==> src/rtl/core/sts_pkg.sv <==
// Package: token scanner constants, types and byte class helpers.
`default_nettype none
package sts_pkg;

  localparam int POSITION_BITS = 16;
  localparam int LENGTH_BITS   = 16;

  localparam logic [POSITION_BITS-1:0] POS_MAX = {POSITION_BITS{1'b1}};
  localparam logic [LENGTH_BITS-1:0]   LEN_MAX = {LENGTH_BITS{1'b1}};

  // scan modes
  localparam logic [3:0] M_IDLE     = 4'd0;
  localparam logic [3:0] M_IDENT    = 4'd1;
  localparam logic [3:0] M_ZERO     = 4'd2;
  localparam logic [3:0] M_DEC      = 4'd3;
  localparam logic [3:0] M_SUFFIX   = 4'd4;
  localparam logic [3:0] M_HEX      = 4'd5;
  localparam logic [3:0] M_BIN      = 4'd6;
  localparam logic [3:0] M_OCT      = 4'd7;
  localparam logic [3:0] M_COMMENT  = 4'd8;
  localparam logic [3:0] M_LT       = 4'd9;
  localparam logic [3:0] M_GT       = 4'd10;
  localparam logic [3:0] M_EQ       = 4'd11;
  localparam logic [3:0] M_BANG     = 4'd12;
  localparam logic [3:0] M_CH_OPEN  = 4'd13;
  localparam logic [3:0] M_CH_ESC   = 4'd14;
  localparam logic [3:0] M_CH_CLOSE = 4'd15;

  // token kinds
  localparam logic [4:0] K_EOF    = 5'd0;
  localparam logic [4:0] K_IDENT  = 5'd1;
  localparam logic [4:0] K_KW0    = 5'd2;
  localparam logic [4:0] K_NUMBER = 5'd11;
  localparam logic [4:0] K_CHAR   = 5'd12;
  localparam logic [4:0] K_PUNCT0 = 5'd13;
  localparam logic [4:0] K_BINOP  = 5'd20;
  localparam logic [4:0] K_ASSIGN = 5'd21;
  localparam logic [4:0] K_UNOP   = 5'd22;
  localparam logic [4:0] K_ERROR  = 5'd23;

  // binop details
  localparam logic [7:0] OP_LT = 8'd5;
  localparam logic [7:0] OP_LE = 8'd6;
  localparam logic [7:0] OP_GT = 8'd7;
  localparam logic [7:0] OP_GE = 8'd8;
  localparam logic [7:0] OP_EQ = 8'd9;
  localparam logic [7:0] OP_NE = 8'd10;

  // error codes
  localparam logic [3:0] E_NONE      = 4'd0;
  localparam logic [3:0] E_HEX_FLT   = 4'd1;
  localparam logic [3:0] E_BIN_DIG   = 4'd2;
  localparam logic [3:0] E_BIN_FLT   = 4'd3;
  localparam logic [3:0] E_OCT_DIG   = 4'd4;
  localparam logic [3:0] E_OCT_FLT   = 4'd5;
  localparam logic [3:0] E_EMPTY_CH  = 4'd6;
  localparam logic [3:0] E_BAD_ESC   = 4'd7;
  localparam logic [3:0] E_NO_APOS   = 4'd8;
  localparam logic [3:0] E_INVALID   = 4'd9;

  localparam int NUM_KW = 9;

  typedef struct packed {
    logic [4:0]               kind;
    logic [7:0]               detail;
    logic [POSITION_BITS-1:0] row;
    logic [POSITION_BITS-1:0] col;
    logic [LENGTH_BITS-1:0]   len;
    logic [3:0]               err;
  } token_t;

  // keyword character at position i (0 when past the end)
  function automatic logic [7:0] kw_char(input logic [3:0] k, input logic [3:0] i);
    logic [7:0] ch;
    ch = 8'd0;
    case (k)
      4'd0: case (i) 4'd0: ch = "f"; 4'd1: ch = "n"; default: ch = 8'd0; endcase
      4'd1: case (i) 4'd0: ch = "p"; 4'd1: ch = "u"; 4'd2: ch = "b"; default: ch = 8'd0; endcase
      4'd2: case (i) 4'd0: ch = "r"; 4'd1: ch = "e"; 4'd2: ch = "t"; default: ch = 8'd0; endcase
      4'd3: case (i) 4'd0: ch = "v"; 4'd1: ch = "a"; 4'd2: ch = "r"; default: ch = 8'd0; endcase
      4'd4: case (i) 4'd0: ch = "i"; 4'd1: ch = "f"; default: ch = 8'd0; endcase
      4'd5: case (i)
        4'd0: ch = "e"; 4'd1: ch = "l"; 4'd2: ch = "s"; 4'd3: ch = "e";
        default: ch = 8'd0;
      endcase
      4'd6: case (i)
        4'd0: ch = "w"; 4'd1: ch = "h"; 4'd2: ch = "i"; 4'd3: ch = "l"; 4'd4: ch = "e";
        default: ch = 8'd0;
      endcase
      4'd7: case (i)
        4'd0: ch = "b"; 4'd1: ch = "r"; 4'd2: ch = "e"; 4'd3: ch = "a"; 4'd4: ch = "k";
        default: ch = 8'd0;
      endcase
      4'd8: case (i)
        4'd0: ch = "c"; 4'd1: ch = "o"; 4'd2: ch = "n"; 4'd3: ch = "t";
        4'd4: ch = "i"; 4'd5: ch = "n"; 4'd6: ch = "u"; 4'd7: ch = "e";
        default: ch = 8'd0;
      endcase
      default: ch = 8'd0;
    endcase
    return ch;
  endfunction

  function automatic logic [3:0] kw_len(input logic [3:0] k);
    logic [3:0] n;
    case (k)
      4'd0, 4'd4: n = 4'd2;
      4'd1, 4'd2, 4'd3: n = 4'd3;
      4'd5: n = 4'd4;
      4'd6, 4'd7: n = 4'd5;
      4'd8: n = 4'd8;
      default: n = 4'd0;
    endcase
    return n;
  endfunction

  function automatic logic is_digit(input logic [7:0] c);
    return c >= "0" && c <= "9";
  endfunction
  function automatic logic is_alpha(input logic [7:0] c);
    return (c >= "a" && c <= "z") || (c >= "A" && c <= "Z");
  endfunction
  function automatic logic is_xdigit(input logic [7:0] c);
    return is_digit(c) || (c >= "a" && c <= "f") || (c >= "A" && c <= "F");
  endfunction
  function automatic logic is_space(input logic [7:0] c);
    return c == " " || (c >= 8'd9 && c <= 8'd13);
  endfunction

endpackage
`default_nettype wire

==> src/rtl/core/sts_in_if.sv <==
// Interface: input byte channel.
`default_nettype none
interface sts_in_if;
  logic       valid;
  logic       ready;
  logic [7:0] char_byte;
  logic       end_of_input;
  modport source (output valid, char_byte, end_of_input, input ready);
  modport sink (input valid, char_byte, end_of_input, output ready);
endinterface
`default_nettype wire

==> src/rtl/core/sts_out_if.sv <==
// Interface: output token channel.
`default_nettype none
interface sts_out_if;
  logic                              valid;
  logic                              ready;
  logic [4:0]                        token_kind;
  logic [7:0]                        token_detail;
  logic [sts_pkg::POSITION_BITS-1:0] start_row;
  logic [sts_pkg::POSITION_BITS-1:0] start_column;
  logic [sts_pkg::LENGTH_BITS-1:0]   token_length;
  logic [3:0]                        error_code;
  logic                              last_of_run;
  modport source (output valid, token_kind, token_detail, start_row, start_column,
                  token_length, error_code, last_of_run, input ready);
  modport sink (input valid, token_kind, token_detail, start_row, start_column,
                token_length, error_code, last_of_run, output ready);
endinterface
`default_nettype wire

==> src/rtl/core/sts_lexer.sv <==
// Lexer step: scanner state registers and the per-byte next-state logic.
`default_nettype none
module sts_lexer (
  input  wire logic                clk,
  input  wire logic                rst,
  input  wire logic                step,
  input  wire logic [7:0]          c,
  input  wire logic                eoi,
  output sts_pkg::token_t          tok0,
  output sts_pkg::token_t          tok1,
  output logic [1:0]               count
);
  import sts_pkg::*;

  logic [3:0]               scan_mode, scan_mode_next;
  logic [NUM_KW-1:0]        keyword_match, keyword_match_next;
  logic [LENGTH_BITS-1:0]   pending_length, pending_length_next;
  logic [POSITION_BITS-1:0] pending_row, pending_row_next;
  logic [POSITION_BITS-1:0] pending_column, pending_column_next;
  logic [POSITION_BITS-1:0] current_row, current_row_next;
  logic [POSITION_BITS-1:0] current_column, current_column_next;
  logic [7:0]               pending_value, pending_value_next;
  logic                     halted_on_error, halted_next;

  logic [LENGTH_BITS-1:0]   len_p1;
  logic                     taken;
  logic [4:0]               id_kind;

  token_t t_pend, t_start;
  logic   em_pend, em_start;

  assign len_p1 = (pending_length < LEN_MAX) ? pending_length + 1'b1 : LEN_MAX;

  // keyword resolution on the pending identifier
  always_comb begin
    id_kind = K_IDENT;
    for (int k = 0; k < NUM_KW; k++) begin
      if (keyword_match[k] && pending_length == LENGTH_BITS'(kw_len(4'(k))))
        id_kind = K_KW0 + 5'(k);
    end
  end

  // keyword bits surviving byte c at position idx
  function automatic logic [NUM_KW-1:0] kw_filter(input logic [NUM_KW-1:0] m,
                                                  input logic [LENGTH_BITS-1:0] idx,
                                                  input logic [7:0] ch);
    logic [NUM_KW-1:0] r;
    r = m;
    for (int k = 0; k < NUM_KW; k++) begin
      if (idx >= LENGTH_BITS'(kw_len(4'(k))) || kw_char(4'(k), idx[3:0]) != ch)
        r[k] = 1'b0;
    end
    return r;
  endfunction

  always_comb begin
    scan_mode_next      = scan_mode;
    keyword_match_next  = keyword_match;
    pending_length_next = pending_length;
    pending_row_next    = pending_row;
    pending_column_next = pending_column;
    current_row_next    = current_row;
    current_column_next = current_column;
    pending_value_next  = pending_value;
    halted_next         = halted_on_error;
    em_pend  = 1'b0;
    em_start = 1'b0;
    taken    = 1'b1;
    t_pend   = '{kind: K_EOF, detail: 8'd0, row: pending_row, col: pending_column,
                 len: pending_length, err: E_NONE};
    t_start  = '{kind: K_EOF, detail: 8'd0, row: current_row, col: current_column,
                 len: LENGTH_BITS'(0), err: E_NONE};

    if (!halted_on_error) begin
      if (eoi) begin
        scan_mode_next = M_IDLE;
        case (scan_mode)
          M_IDENT: begin em_pend = 1'b1; t_pend.kind = id_kind; end
          M_ZERO, M_DEC, M_SUFFIX, M_HEX, M_BIN, M_OCT: begin
            em_pend = 1'b1; t_pend.kind = K_NUMBER;
          end
          M_LT: begin em_pend = 1'b1; t_pend.kind = K_BINOP; t_pend.detail = OP_LT;
            t_pend.len = LENGTH_BITS'(1); end
          M_GT: begin em_pend = 1'b1; t_pend.kind = K_BINOP; t_pend.detail = OP_GT;
            t_pend.len = LENGTH_BITS'(1); end
          M_EQ: begin em_pend = 1'b1; t_pend.kind = K_ASSIGN;
            t_pend.len = LENGTH_BITS'(1); end
          M_BANG: begin em_pend = 1'b1; t_pend.kind = K_UNOP;
            t_pend.len = LENGTH_BITS'(1); end
          M_CH_OPEN, M_CH_CLOSE: begin em_pend = 1'b1; t_pend.kind = K_ERROR;
            t_pend.err = E_NO_APOS; halted_next = 1'b1; end
          M_CH_ESC: begin em_pend = 1'b1; t_pend.kind = K_ERROR;
            t_pend.err = E_BAD_ESC; halted_next = 1'b1; end
          default: ;
        endcase
        // eof token unless the flush failed
        if (!halted_next) em_start = 1'b1;
      end else begin
        if (c == 8'h0A) begin
          if (current_row < POS_MAX) current_row_next = current_row + 1'b1;
          current_column_next = '0;
        end else if (current_column < POS_MAX) begin
          current_column_next = current_column + 1'b1;
        end

        // continue the pending token
        case (scan_mode)
          M_IDENT: begin
            if (is_alpha(c) || is_digit(c) || c == "_") begin
              keyword_match_next  = kw_filter(keyword_match, pending_length, c);
              pending_length_next = len_p1;
            end else begin
              em_pend = 1'b1; t_pend.kind = id_kind; taken = 1'b0;
            end
          end
          M_ZERO, M_DEC: begin
            if (scan_mode == M_ZERO && c == "x") begin
              scan_mode_next = M_HEX; pending_length_next = len_p1;
            end else if (scan_mode == M_ZERO && c == "b") begin
              scan_mode_next = M_BIN; pending_length_next = len_p1;
            end else if (scan_mode == M_ZERO && c == "o") begin
              scan_mode_next = M_OCT; pending_length_next = len_p1;
            end else if (is_digit(c) || c == "." || c == "_") begin
              scan_mode_next = M_DEC; pending_length_next = len_p1;
            end else if (c == "i" || c == "u" || c == "f") begin
              scan_mode_next = M_SUFFIX; pending_length_next = len_p1;
            end else begin
              em_pend = 1'b1; t_pend.kind = K_NUMBER; taken = 1'b0;
            end
          end
          M_SUFFIX: begin
            if (is_digit(c)) pending_length_next = len_p1;
            else begin em_pend = 1'b1; t_pend.kind = K_NUMBER; taken = 1'b0; end
          end
          M_HEX: begin
            if (is_xdigit(c) || c == "_") pending_length_next = len_p1;
            else if (c == ".") begin
              em_pend = 1'b1; t_pend.kind = K_ERROR; t_pend.err = E_HEX_FLT;
              t_pend.len = len_p1; halted_next = 1'b1;
            end else if (c == "i" || c == "u") begin
              scan_mode_next = M_SUFFIX; pending_length_next = len_p1;
            end else begin em_pend = 1'b1; t_pend.kind = K_NUMBER; taken = 1'b0; end
          end
          M_BIN, M_OCT: begin
            if ((c >= "0" && c <= ((scan_mode == M_BIN) ? "1" : "7")) || c == "_")
              pending_length_next = len_p1;
            else if (is_digit(c)) begin
              em_pend = 1'b1; t_pend.kind = K_ERROR; t_pend.len = len_p1;
              t_pend.err = (scan_mode == M_BIN) ? E_BIN_DIG : E_OCT_DIG;
              halted_next = 1'b1;
            end else if (c == "." || c == "f") begin
              em_pend = 1'b1; t_pend.kind = K_ERROR; t_pend.len = len_p1;
              t_pend.err = (scan_mode == M_BIN) ? E_BIN_FLT : E_OCT_FLT;
              halted_next = 1'b1;
            end else if (c == "i" || c == "u") begin
              scan_mode_next = M_SUFFIX; pending_length_next = len_p1;
            end else begin em_pend = 1'b1; t_pend.kind = K_NUMBER; taken = 1'b0; end
          end
          M_COMMENT: begin
            if (c == 8'h0A || c == 8'h0D) scan_mode_next = M_IDLE;
          end
          M_LT, M_GT, M_EQ, M_BANG: begin
            em_pend = 1'b1;
            if (c == "=") begin
              t_pend.kind = K_BINOP; t_pend.len = LENGTH_BITS'(2);
              case (scan_mode)
                M_LT:    t_pend.detail = OP_LE;
                M_GT:    t_pend.detail = OP_GE;
                M_EQ:    t_pend.detail = OP_EQ;
                default: t_pend.detail = OP_NE;
              endcase
            end else begin
              taken = 1'b0; t_pend.len = LENGTH_BITS'(1);
              case (scan_mode)
                M_LT:    begin t_pend.kind = K_BINOP; t_pend.detail = OP_LT; end
                M_GT:    begin t_pend.kind = K_BINOP; t_pend.detail = OP_GT; end
                M_EQ:    t_pend.kind = K_ASSIGN;
                default: t_pend.kind = K_UNOP;
              endcase
            end
          end
          M_CH_OPEN: begin
            if (c == "'") begin
              em_pend = 1'b1; t_pend.kind = K_ERROR; t_pend.err = E_EMPTY_CH;
              t_pend.len = len_p1; halted_next = 1'b1;
            end else begin
              pending_length_next = len_p1;
              if (c == "\\") scan_mode_next = M_CH_ESC;
              else begin pending_value_next = c; scan_mode_next = M_CH_CLOSE; end
            end
          end
          M_CH_ESC: begin
            if (c == "0" || c == "n" || c == "'") begin
              pending_value_next = (c == "0") ? 8'd0 : (c == "n") ? 8'd10 : 8'd39;
              pending_length_next = len_p1;
              scan_mode_next = M_CH_CLOSE;
            end else begin
              em_pend = 1'b1; t_pend.kind = K_ERROR; t_pend.err = E_BAD_ESC;
              t_pend.len = len_p1; halted_next = 1'b1;
            end
          end
          M_CH_CLOSE: begin
            em_pend = 1'b1; t_pend.len = len_p1;
            if (c == "'") begin t_pend.kind = K_CHAR; t_pend.detail = pending_value; end
            else begin t_pend.kind = K_ERROR; t_pend.err = E_NO_APOS; halted_next = 1'b1; end
          end
          default: taken = 1'b0;
        endcase
        if (em_pend) scan_mode_next = M_IDLE;

        // start a new token with this byte
        if (!taken) begin
          scan_mode_next      = M_IDLE;
          pending_row_next    = current_row;
          pending_column_next = current_column;
          pending_length_next = LENGTH_BITS'(1);
          t_start.len         = LENGTH_BITS'(1);
          if (is_space(c)) begin
          end else if (is_alpha(c) || c == "_" || c == "@") begin
            keyword_match_next = kw_filter({NUM_KW{1'b1}}, '0, c);
            scan_mode_next = M_IDENT;
          end else if (is_digit(c)) scan_mode_next = (c == "0") ? M_ZERO : M_DEC;
          else if (c == "#")  scan_mode_next = M_COMMENT;
          else if (c == "'")  scan_mode_next = M_CH_OPEN;
          else if (c == "<")  scan_mode_next = M_LT;
          else if (c == ">")  scan_mode_next = M_GT;
          else if (c == "=")  scan_mode_next = M_EQ;
          else if (c == "!")  scan_mode_next = M_BANG;
          else begin
            em_start = 1'b1;
            case (c)
              ";": t_start.kind = K_PUNCT0;
              ",": t_start.kind = K_PUNCT0 + 5'd1;
              "{": t_start.kind = K_PUNCT0 + 5'd2;
              "}": t_start.kind = K_PUNCT0 + 5'd3;
              "(": t_start.kind = K_PUNCT0 + 5'd4;
              ")": t_start.kind = K_PUNCT0 + 5'd5;
              ":": t_start.kind = K_PUNCT0 + 5'd6;
              "*": begin t_start.kind = K_BINOP; t_start.detail = 8'd0; end
              "/": begin t_start.kind = K_BINOP; t_start.detail = 8'd1; end
              "+": begin t_start.kind = K_BINOP; t_start.detail = 8'd2; end
              "-": begin t_start.kind = K_BINOP; t_start.detail = 8'd3; end
              "%": begin t_start.kind = K_BINOP; t_start.detail = 8'd4; end
              default: begin
                t_start.kind = K_ERROR; t_start.err = E_INVALID; halted_next = 1'b1;
              end
            endcase
          end
        end
      end
    end
  end

  always_comb begin
    if (em_pend) begin
      tok0 = t_pend; tok1 = t_start;
    end else begin
      tok0 = t_start; tok1 = t_pend;
    end
    count = 2'(em_pend) + 2'(em_start);
  end

  always_ff @(posedge clk) begin
    if (rst) begin
      scan_mode       <= M_IDLE;
      keyword_match   <= '0;
      pending_length  <= '0;
      pending_row     <= '0;
      pending_column  <= '0;
      current_row     <= POSITION_BITS'(1);
      current_column  <= '0;
      pending_value   <= '0;
      halted_on_error <= 1'b0;
    end else if (step) begin
      scan_mode       <= scan_mode_next;
      keyword_match   <= keyword_match_next;
      pending_length  <= pending_length_next;
      pending_row     <= pending_row_next;
      pending_column  <= pending_column_next;
      current_row     <= current_row_next;
      current_column  <= current_column_next;
      pending_value   <= pending_value_next;
      halted_on_error <= halted_next;
    end
  end

  // once halted nothing is produced
  assert property (@(posedge clk) disable iff (rst) halted_on_error |-> count == 2'd0)
    else $error("tokens produced while halted");
  // an error token always halts the scanner
  assert property (@(posedge clk) disable iff (rst)
    step && count != 2'd0 && tok0.kind == K_ERROR |=> halted_on_error)
    else $error("error token without halt");
  // row never drops below one
  assert property (@(posedge clk) disable iff (rst) current_row != '0)
    else $error("row counter reached zero");

endmodule
`default_nettype wire

==> src/rtl/core/sts_out_buf.sv <==
// Output buffer: holds up to two tokens of one byte and drains them in order.
`default_nettype none
module sts_out_buf (
  input  wire logic           clk,
  input  wire logic           rst,
  input  wire logic           load,
  input  sts_pkg::token_t     tok0,
  input  sts_pkg::token_t     tok1,
  input  wire logic [1:0]     count,
  output logic                empty_next,
  sts_out_if.source           out
);
  import sts_pkg::*;

  token_t     slot0, slot1;
  logic [1:0] fill;
  logic       pop;

  assign pop = out.valid && out.ready;
  // after this cycle's pop, is the buffer free for a new load
  assign empty_next = (fill == 2'd0) || (fill == 2'd1 && pop);

  always_ff @(posedge clk) begin
    if (rst) begin
      fill <= 2'd0;
    end else if (load) begin
      fill <= count;
    end else if (pop) begin
      fill <= fill - 2'd1;
    end
  end

  always_ff @(posedge clk) begin
    if (load) begin
      slot0 <= tok0;
      slot1 <= tok1;
    end else if (pop) begin
      slot0 <= slot1;
    end
  end

  assign out.valid        = fill != 2'd0;
  assign out.token_kind   = slot0.kind;
  assign out.token_detail = slot0.detail;
  assign out.start_row    = slot0.row;
  assign out.start_column = slot0.col;
  assign out.token_length = slot0.len;
  assign out.error_code   = slot0.err;
  assign out.last_of_run  = fill == 2'd1;

  assert property (@(posedge clk) disable iff (rst) load |-> empty_next)
    else $error("load into busy buffer");
  assert property (@(posedge clk) disable iff (rst) fill != 2'd3)
    else $error("fill overflow");
  assert property (@(posedge clk) disable iff (rst)
    fill == 2'd2 && pop |=> fill == 2'd1)
    else $error("second token lost");

endmodule
`default_nettype wire

==> src/rtl/core/source_token_scanner_core.sv <==
// Top level: streaming source scanner producing one token item per output handshake.
//
// Usage:
//   in  : one source byte per item (char_byte), or an end mark (end_of_input=1)
//         that flushes the pending token and yields an eof token.
//   out : token items: kind, detail, start row/column, length, error code,
//         last_of_run marks the final token caused by one input item.
// Latency: tokens caused by a byte appear on out the cycle after it is taken.
// Throughput: one byte per cycle while each byte yields at most one token
//   and out is ready; a byte yielding two tokens holds in.ready low while
//   the second drains (set by the two-slot output buffer).
// Stalls: in.ready drops only while the output buffer still holds tokens
//   that the next load would overwrite; nothing is lost on a stalled out.
// Reset: synchronous; position goes to row 1 column 0, scanner idle,
//   buffer empty. After an error token the scanner takes bytes but emits
//   nothing until reset.
`default_nettype none
module source_token_scanner_core (
  input wire logic  clk,
  input wire logic  rst,
  sts_in_if.sink    in,
  sts_out_if.source out
);
  import sts_pkg::*;

  token_t     tok0, tok1;
  logic [1:0] count;
  logic       step;
  logic       empty_next;

  // accept when the buffer will be free after this cycle's drain
  assign in.ready = empty_next;
  assign step     = in.valid && in.ready;

  sts_lexer u_lexer (
    .clk   (clk),
    .rst   (rst),
    .step  (step),
    .c     (in.char_byte),
    .eoi   (in.end_of_input),
    .tok0  (tok0),
    .tok1  (tok1),
    .count (count)
  );

  sts_out_buf u_buf (
    .clk        (clk),
    .rst        (rst),
    .load       (step),
    .tok0       (tok0),
    .tok1       (tok1),
    .count      (count),
    .empty_next (empty_next),
    .out        (out)
  );

  assert property (@(posedge clk) disable iff (rst)
    step && count != 2'd0 |=> out.valid)
    else $error("token not presented");
  assert property (@(posedge clk) disable iff (rst)
    out.valid && !out.ready |=> !in.ready || !out.last_of_run || out.valid)
    else $error("stall handling");
  assert property (@(posedge clk) disable iff (rst)
    step && count == 2'd0 |=> !out.valid)
    else $error("spurious token");

endmodule
`default_nettype wire

==> src/flat_wrapper.sv <==
// flat-port wrapper written by rule: the top's interface ports become plain ports
module source_token_scanner_core_flat import sts_pkg::*;
  (clk, rst, in_valid, in_char_byte, in_end_of_input, in_ready, out_valid, out_token_kind, out_token_detail, out_start_row, out_start_column, out_token_length, out_error_code, out_last_of_run, out_ready);
  sts_in_if in_i ();
  sts_out_if out_i ();
  input wire logic clk;
  input wire logic rst;
  input wire logic [$bits(in_i.valid)-1:0] in_valid;
  input wire logic [$bits(in_i.char_byte)-1:0] in_char_byte;
  input wire logic [$bits(in_i.end_of_input)-1:0] in_end_of_input;
  output wire logic [$bits(in_i.ready)-1:0] in_ready;
  output wire logic [$bits(out_i.valid)-1:0] out_valid;
  output wire logic [$bits(out_i.token_kind)-1:0] out_token_kind;
  output wire logic [$bits(out_i.token_detail)-1:0] out_token_detail;
  output wire logic [$bits(out_i.start_row)-1:0] out_start_row;
  output wire logic [$bits(out_i.start_column)-1:0] out_start_column;
  output wire logic [$bits(out_i.token_length)-1:0] out_token_length;
  output wire logic [$bits(out_i.error_code)-1:0] out_error_code;
  output wire logic [$bits(out_i.last_of_run)-1:0] out_last_of_run;
  input wire logic [$bits(out_i.ready)-1:0] out_ready;
  assign in_i.valid = in_valid;
  assign in_i.char_byte = in_char_byte;
  assign in_i.end_of_input = in_end_of_input;
  assign in_ready = in_i.ready;
  assign out_valid = out_i.valid;
  assign out_token_kind = out_i.token_kind;
  assign out_token_detail = out_i.token_detail;
  assign out_start_row = out_i.start_row;
  assign out_start_column = out_i.start_column;
  assign out_token_length = out_i.token_length;
  assign out_error_code = out_i.error_code;
  assign out_last_of_run = out_i.last_of_run;
  assign out_i.ready = out_ready;
  source_token_scanner_core u_core (.clk(clk), .rst(rst), .in(in_i), .out(out_i));
endmodule
==> config.mk <==
export PLATFORM = sky130hd
export DESIGN_NAME = source_token_scanner_core_flat
export DESIGN_NICKNAME = d
export VERILOG_FILES = /design/src/rtl/core/sts_pkg.sv /design/src/rtl/core/sts_in_if.sv /design/src/rtl/core/sts_out_if.sv /design/src/rtl/core/sts_lexer.sv /design/src/rtl/core/sts_out_buf.sv /design/src/rtl/core/source_token_scanner_core.sv /design/src/flat_wrapper.sv
export SDC_FILE = /design/constraint.sdc
export NUM_CORES = 1
export LEC_CHECK = 0
export BUFFER_PORTS_ARGS = -buffer_cell sky130_fd_sc_hd__buf_4
export CORE_UTILIZATION = 52
export CTS_BUF_LIST = sky130_fd_sc_hd__clkbuf_4 sky130_fd_sc_hd__clkbuf_8 sky130_fd_sc_hd__clkbuf_16
export DETAILED_ROUTE_END_ITERATION = 8
export GPL_ROUTABILITY_DRIVEN = 0
export GPL_TIMING_DRIVEN = 0
export HOLD_SLACK_MARGIN = 0.08
export MAX_ROUTING_LAYER = met4
export PLACE_DENSITY = 0.8
export SLEW_MARGIN = 5
export SYNTH_ARGS = -nofsm -noshare
export SYNTH_HDL_FRONTEND = slang
export SYNTH_SLANG_ARGS = --single-unit
==> constraint.sdc <==
create_clock -name clk -period 5.3 [get_ports clk]
set_clock_uncertainty 0.1 [all_clocks]
set_input_delay 1.06 -clock clk [delete_from_list [all_inputs] [get_ports clk]]
set_output_delay 1.06 -clock clk [all_outputs]
set_load 0.05 [all_outputs]
==> impl_metrics.csv <==
group,metric,value,unit
layout,diodes,0,
worst_setup_path,r2r-end,"u_core.u_buf.fill[0]",
clocking,cts_tree,"built",
run_status,status,"complete, no violations",
clocking,cts_sinks,239,
worst_setup_path,cpMostUsedCell,"buf_2",
worst_setup_path,critPathLaunchType,"input pin",
clocking,cts-htree-levels,1,
layout,nNetsFinal,1757,
logic_synthesis,synth_adder_area_share,1.37,%
placed_design,portBuffers,76,
logic_synthesis,synth.avg_cell_area,8.34,sq um
worst_setup_path,reg2reg_depth,13,
logic_synthesis,synth.area.top_cells,"edfxtp_1 (29%), dfxtp_1 (16%), nand2_1 (9.8%)",
drt,viasPerCell,6.41,
worst_setup_path,slowest_delay,0.60,ns
global_routing,antenna_found_initial,0,
timing,rsz0062_at_grt,"no",
timing,fin_hold_ws,0.372,ns
clocking,post_cts_buffers,0,
global_routing,grt_pass1_wl,65800,um
logic_synthesis,postSynthRegisterBits,239,
clocking,clk_latency,0.54,ns
logic_synthesis,synth_cell_types,86,
worst_setup_path,rr_startpoint,"u_core.u_lexer.scan_mode[3]",
drt,drc_errors,0,
worst_setup_path,regToRegSetupSlack,1.16,ns
floorplanning,die_area,0.0266,sq mm
logic_synthesis,synth_ff_type,"edfxtp_1",
clocking,cts_resized,0,
clocking,cts_buffers,25,
logic_synthesis,synth_cells,1620,
logic_synthesis,yosys.area.top_type,"edfxtp_1",
clocking,clock-root-buffer,"clkbuf_16",
logic_synthesis,synthArstFlopShare,0,%
drt,postRouteWirelength,41600,um
floorplanning,fp-row-count,58,
worst_setup_path,crit_required,5.63,ns
clocking,clkTransAtPathRegs,0.06,ns
drt,dr.pass1.iters,8,
global_routing,track_usage,32.0,%
drt,wire_per_inst,20.0,um
logic_synthesis,synth_top_family_by_area,"simple AND/OR/NAND/NOR gates",
timing,worst_pin_slew,0.944,ns
logic_synthesis,ys_seq_area_share,45.0,%
timing,worst_slack,0.782,ns
drt,drt_iter0_markers,2061,
timing,finalSetupViolCount,0,
timing,fmax,221,MHz
timing,finalHoldViolations,0,
drt,num_vias,13331,
worst_setup_path,crit_start,"in_char_byte[7]",
clocking,clockBufferDepth,3,
global_routing,gr-total-overflow,0,
floorplanning,start_util,53.4,%
placed_design,hpwl,29400,um
layout,nFillCells,2234,
logic_synthesis,syn-cell-area,0.0135,sq mm
floorplanning,io_pins,81,
timing,finalCriticalPeriod,4.52,ns
worst_setup_path,timing_worst_setup_path_type,"input pin to flip-flop",
layout,area_growth_syn_to_layout,13.9,%
layout,layout-drive-gt1-share,11.0,%
timing,report.final.slew_viol_count,0,
pwr,power_density,350,mW/mm^2
pwr,peakVddDrop,0.000338,V
worst_setup_path,cp-end-kind,"flip-flop",
worst_setup_path,critPathMaxFanout,10,
logic_synthesis,synth_edf_count,130,
logic_synthesis,synth-xor-area-share,2.72,%
floorplanning,die-height,163,um
global_routing,first_global_vias,12364,
pwr,finalPower,5.39,mW
floorplanning,floorplan.die.width,163,um
floorplanning,core-area,0.0253,sq mm
timing,finalCritPeriodShare,85.2,%
timing,relSlewSlack,37.0,%
global_routing,grt_start_max_net_pins,70,
worst_setup_path,worstPathCellList,"buf_4 -> buf_2 -> nor2_1 -> nand3_1 -> nand3_1 -> o21ai_2 -> or4_4 -> o21ai_2 -> inv_2 -> buf_2 -> buf_2 -> ha_1 -> o21ai_0 -> a211oi_1",
logic_synthesis,synthSimpleGateAreaFrac,25.4,%
placed_design,dp_slack,0.450,ns
drt,final_antenna_net_count,0,
logic_synthesis,synth_compound_area_share,19.8,%
logic_synthesis,yosysTopAreaCellShare,28.9,%
worst_setup_path,endpoint,"u_core.u_buf.fill[0]",
pwr,p_leak,5.49,nW
run,drv_cap,0,
logic_synthesis,synth-warning-count,0,
logic_synthesis,synthMuxAreaShare,0.916,%
worst_setup_path,crit_slowest_cell,"or4_4",
clocking,hold_buffers,0,
worst_hold_path,min_path_type,"flip-flop to flip-flop",
worst_setup_path,arrival,4.85,ns
==> worst max-delay path: cells and delay by family <==
family	cells	cell delay, ns
AOI/OAI and AO/OA	4	0.79
adders and majority gates	1	0.31
buffers and inverters	5	0.85
and+or+nand+nor	4	1.81
==> worst min-delay path by stage <==
| stage | from | to | slack, ns | cells past startpoint |
|---|---|---|---|---|
| 2_1_floorplan | u_core.u_lexer.pending_value[7] | u_core.u_lexer.pending_value[7] | 0.35 | 2 |
| 3_5_place_dp | u_core.u_lexer.pending_row[2] | u_core.u_lexer.pending_row[2] | 0.36 | 2 |
| 5_1_grt | u_core.u_lexer.pending_column[6] | u_core.u_lexer.pending_column[6] | 0.39 | 2 |
| 6_report | u_core.u_lexer.pending_column[9] | u_core.u_lexer.pending_column[9] | 0.37 | 2 |
| 4_1_cts | u_core.u_lexer.pending_row[2] | u_core.u_lexer.pending_row[2] | 0.37 | 2 |
| 3_3_place_gp | u_core.u_lexer.pending_row[15] | u_core.u_lexer.pending_row[15] | 0.36 | 2 |
==> logic make-up after synthesis <==
kind of cell,Yosys count
muxes,12
xor gates and xnor gates,42
and+or+nand+nor,746
other,1
adders and majority gates,15
DFF,239
AOI/OAI and AO/OA,409
buffers and inverters,156
==> registers in the layout, summed over array words and instances, names as in the netlist, named ones only <==
name	count
u_core.u_buf.out.error_code	4
u_core.u_lexer.pending_length	16
u_core.u_buf.out.start_column	16
u_core.u_lexer.scan_mode	4
u_core.u_buf.out.token_kind	5
u_core.u_lexer.pending_value	8
u_core.u_buf.slot1	65
u_core.u_buf.out.token_length	16
u_core.u_buf.fill	2
u_core.u_buf.out.token_detail	8
u_core.u_lexer.halted_on_error	1
u_core.u_buf.out.start_row	16
u_core.u_lexer.current_row	16
u_core.u_lexer.pending_column	16
u_core.u_lexer.current_column	16
u_core.u_lexer.pending_row	16
u_core.u_lexer.keyword_match	9
==> layer usage <==
| layer | share of wire, % | vias to the layer above | wire length, um | track usage (%) |
|---|---|---|---|---|
| li1 | - | 6045 | - | - |
| met1 | 39 | 6157 | 16300 | 42.4 |
| met2 | 44 | 922 | 18400 | 48.1 |
| met3 | 11 | 207 | 4620 | 4.65 |
| met4 | 5.5 | 0 | 2280 | 15.4 |
| met5 | 0 | - | 0 | - |
==> layout make-up <==
| type | instances | area (sq um) | share of cell area (%) |
|---|---|---|---|
| Clock inverter | 12 | 141 | 0.918 |
| Clock buffer | 34 | 693 | 4.50 |
| Sequential cell | 239 | 6090 | 39.5 |
| Inverter | 29 | 109 | 0.707 |
| Tap cell | 330 | 413 | 2.68 |
| Buffer | 127 | 536 | 3.48 |
| Multi-Input combinational cell | 1231 | 6820 | 44.3 |
| Timing Repair Buffer | 77 | 598 | 3.89 |
==> per-stage QoR <==
stage	cell area [sq um]	utilization [%]	instances	TNS (ns)
6_report	15400	60.8	2079	0
3_3_place_gp	14500	57.3	2032	-23.48
3_5_place_dp	14600	57.5	2033	0
5_1_grt	15400	60.8	2079	0
2_1_floorplan	13500	-	1626	0
4_1_cts	15400	60.8	2079	0
==> cells in the final DEF, fill, tap and decap left out, types with 38 or more instances in the layout <==
| cell type | count |
|---|---|
| clkbuf_1 | 82 |
| a31oi_1 | 50 |
| a21oi_1 | 108 |
| buf_4 | 77 |
| edfxtp_1 | 130 |
| nand2_1 | 353 |
| nand3_1 | 41 |
| dfxtp_1 | 109 |
| o21ai_0 | 80 |
| nor2_1 | 157 |
| nor3_1 | 38 |
==> power breakdown <==
group / internal (mW) / total (mW) / switching (mW)
Clock: 1.03 / 1.80 / 0.768
Sequential: 2.22 / 2.28 / 0.0652
Combinational: 0.336 / 1.31 / 0.975
Total: 3.58 / 5.39 / 1.81
==> synth_stat cells (all sizes together), types with 7 or more instances <==
library cell and number:
and3 15, nor3b 9, nor3 38, a31oi 50, edfxtp 130, a22oi 19
nor2b 16, xnor2 18, a32o 9, inv 26, o211ai 12, a21oi 109
nand3 41, clkbuf 83, ha 14, a21o 14, nor4 11, and2 16
dfxtp 109, o21ai 86, or2 13, nand2b 13, a211oi 8, nor2 157
buf 44, o32ai 11, xor2 24, nand4 20, mux2i 9, or3 14
a2111oi 7, o31ai 12, a311oi 7, nand2 354
No activity file was read; power rests on OpenSTA's default activity.
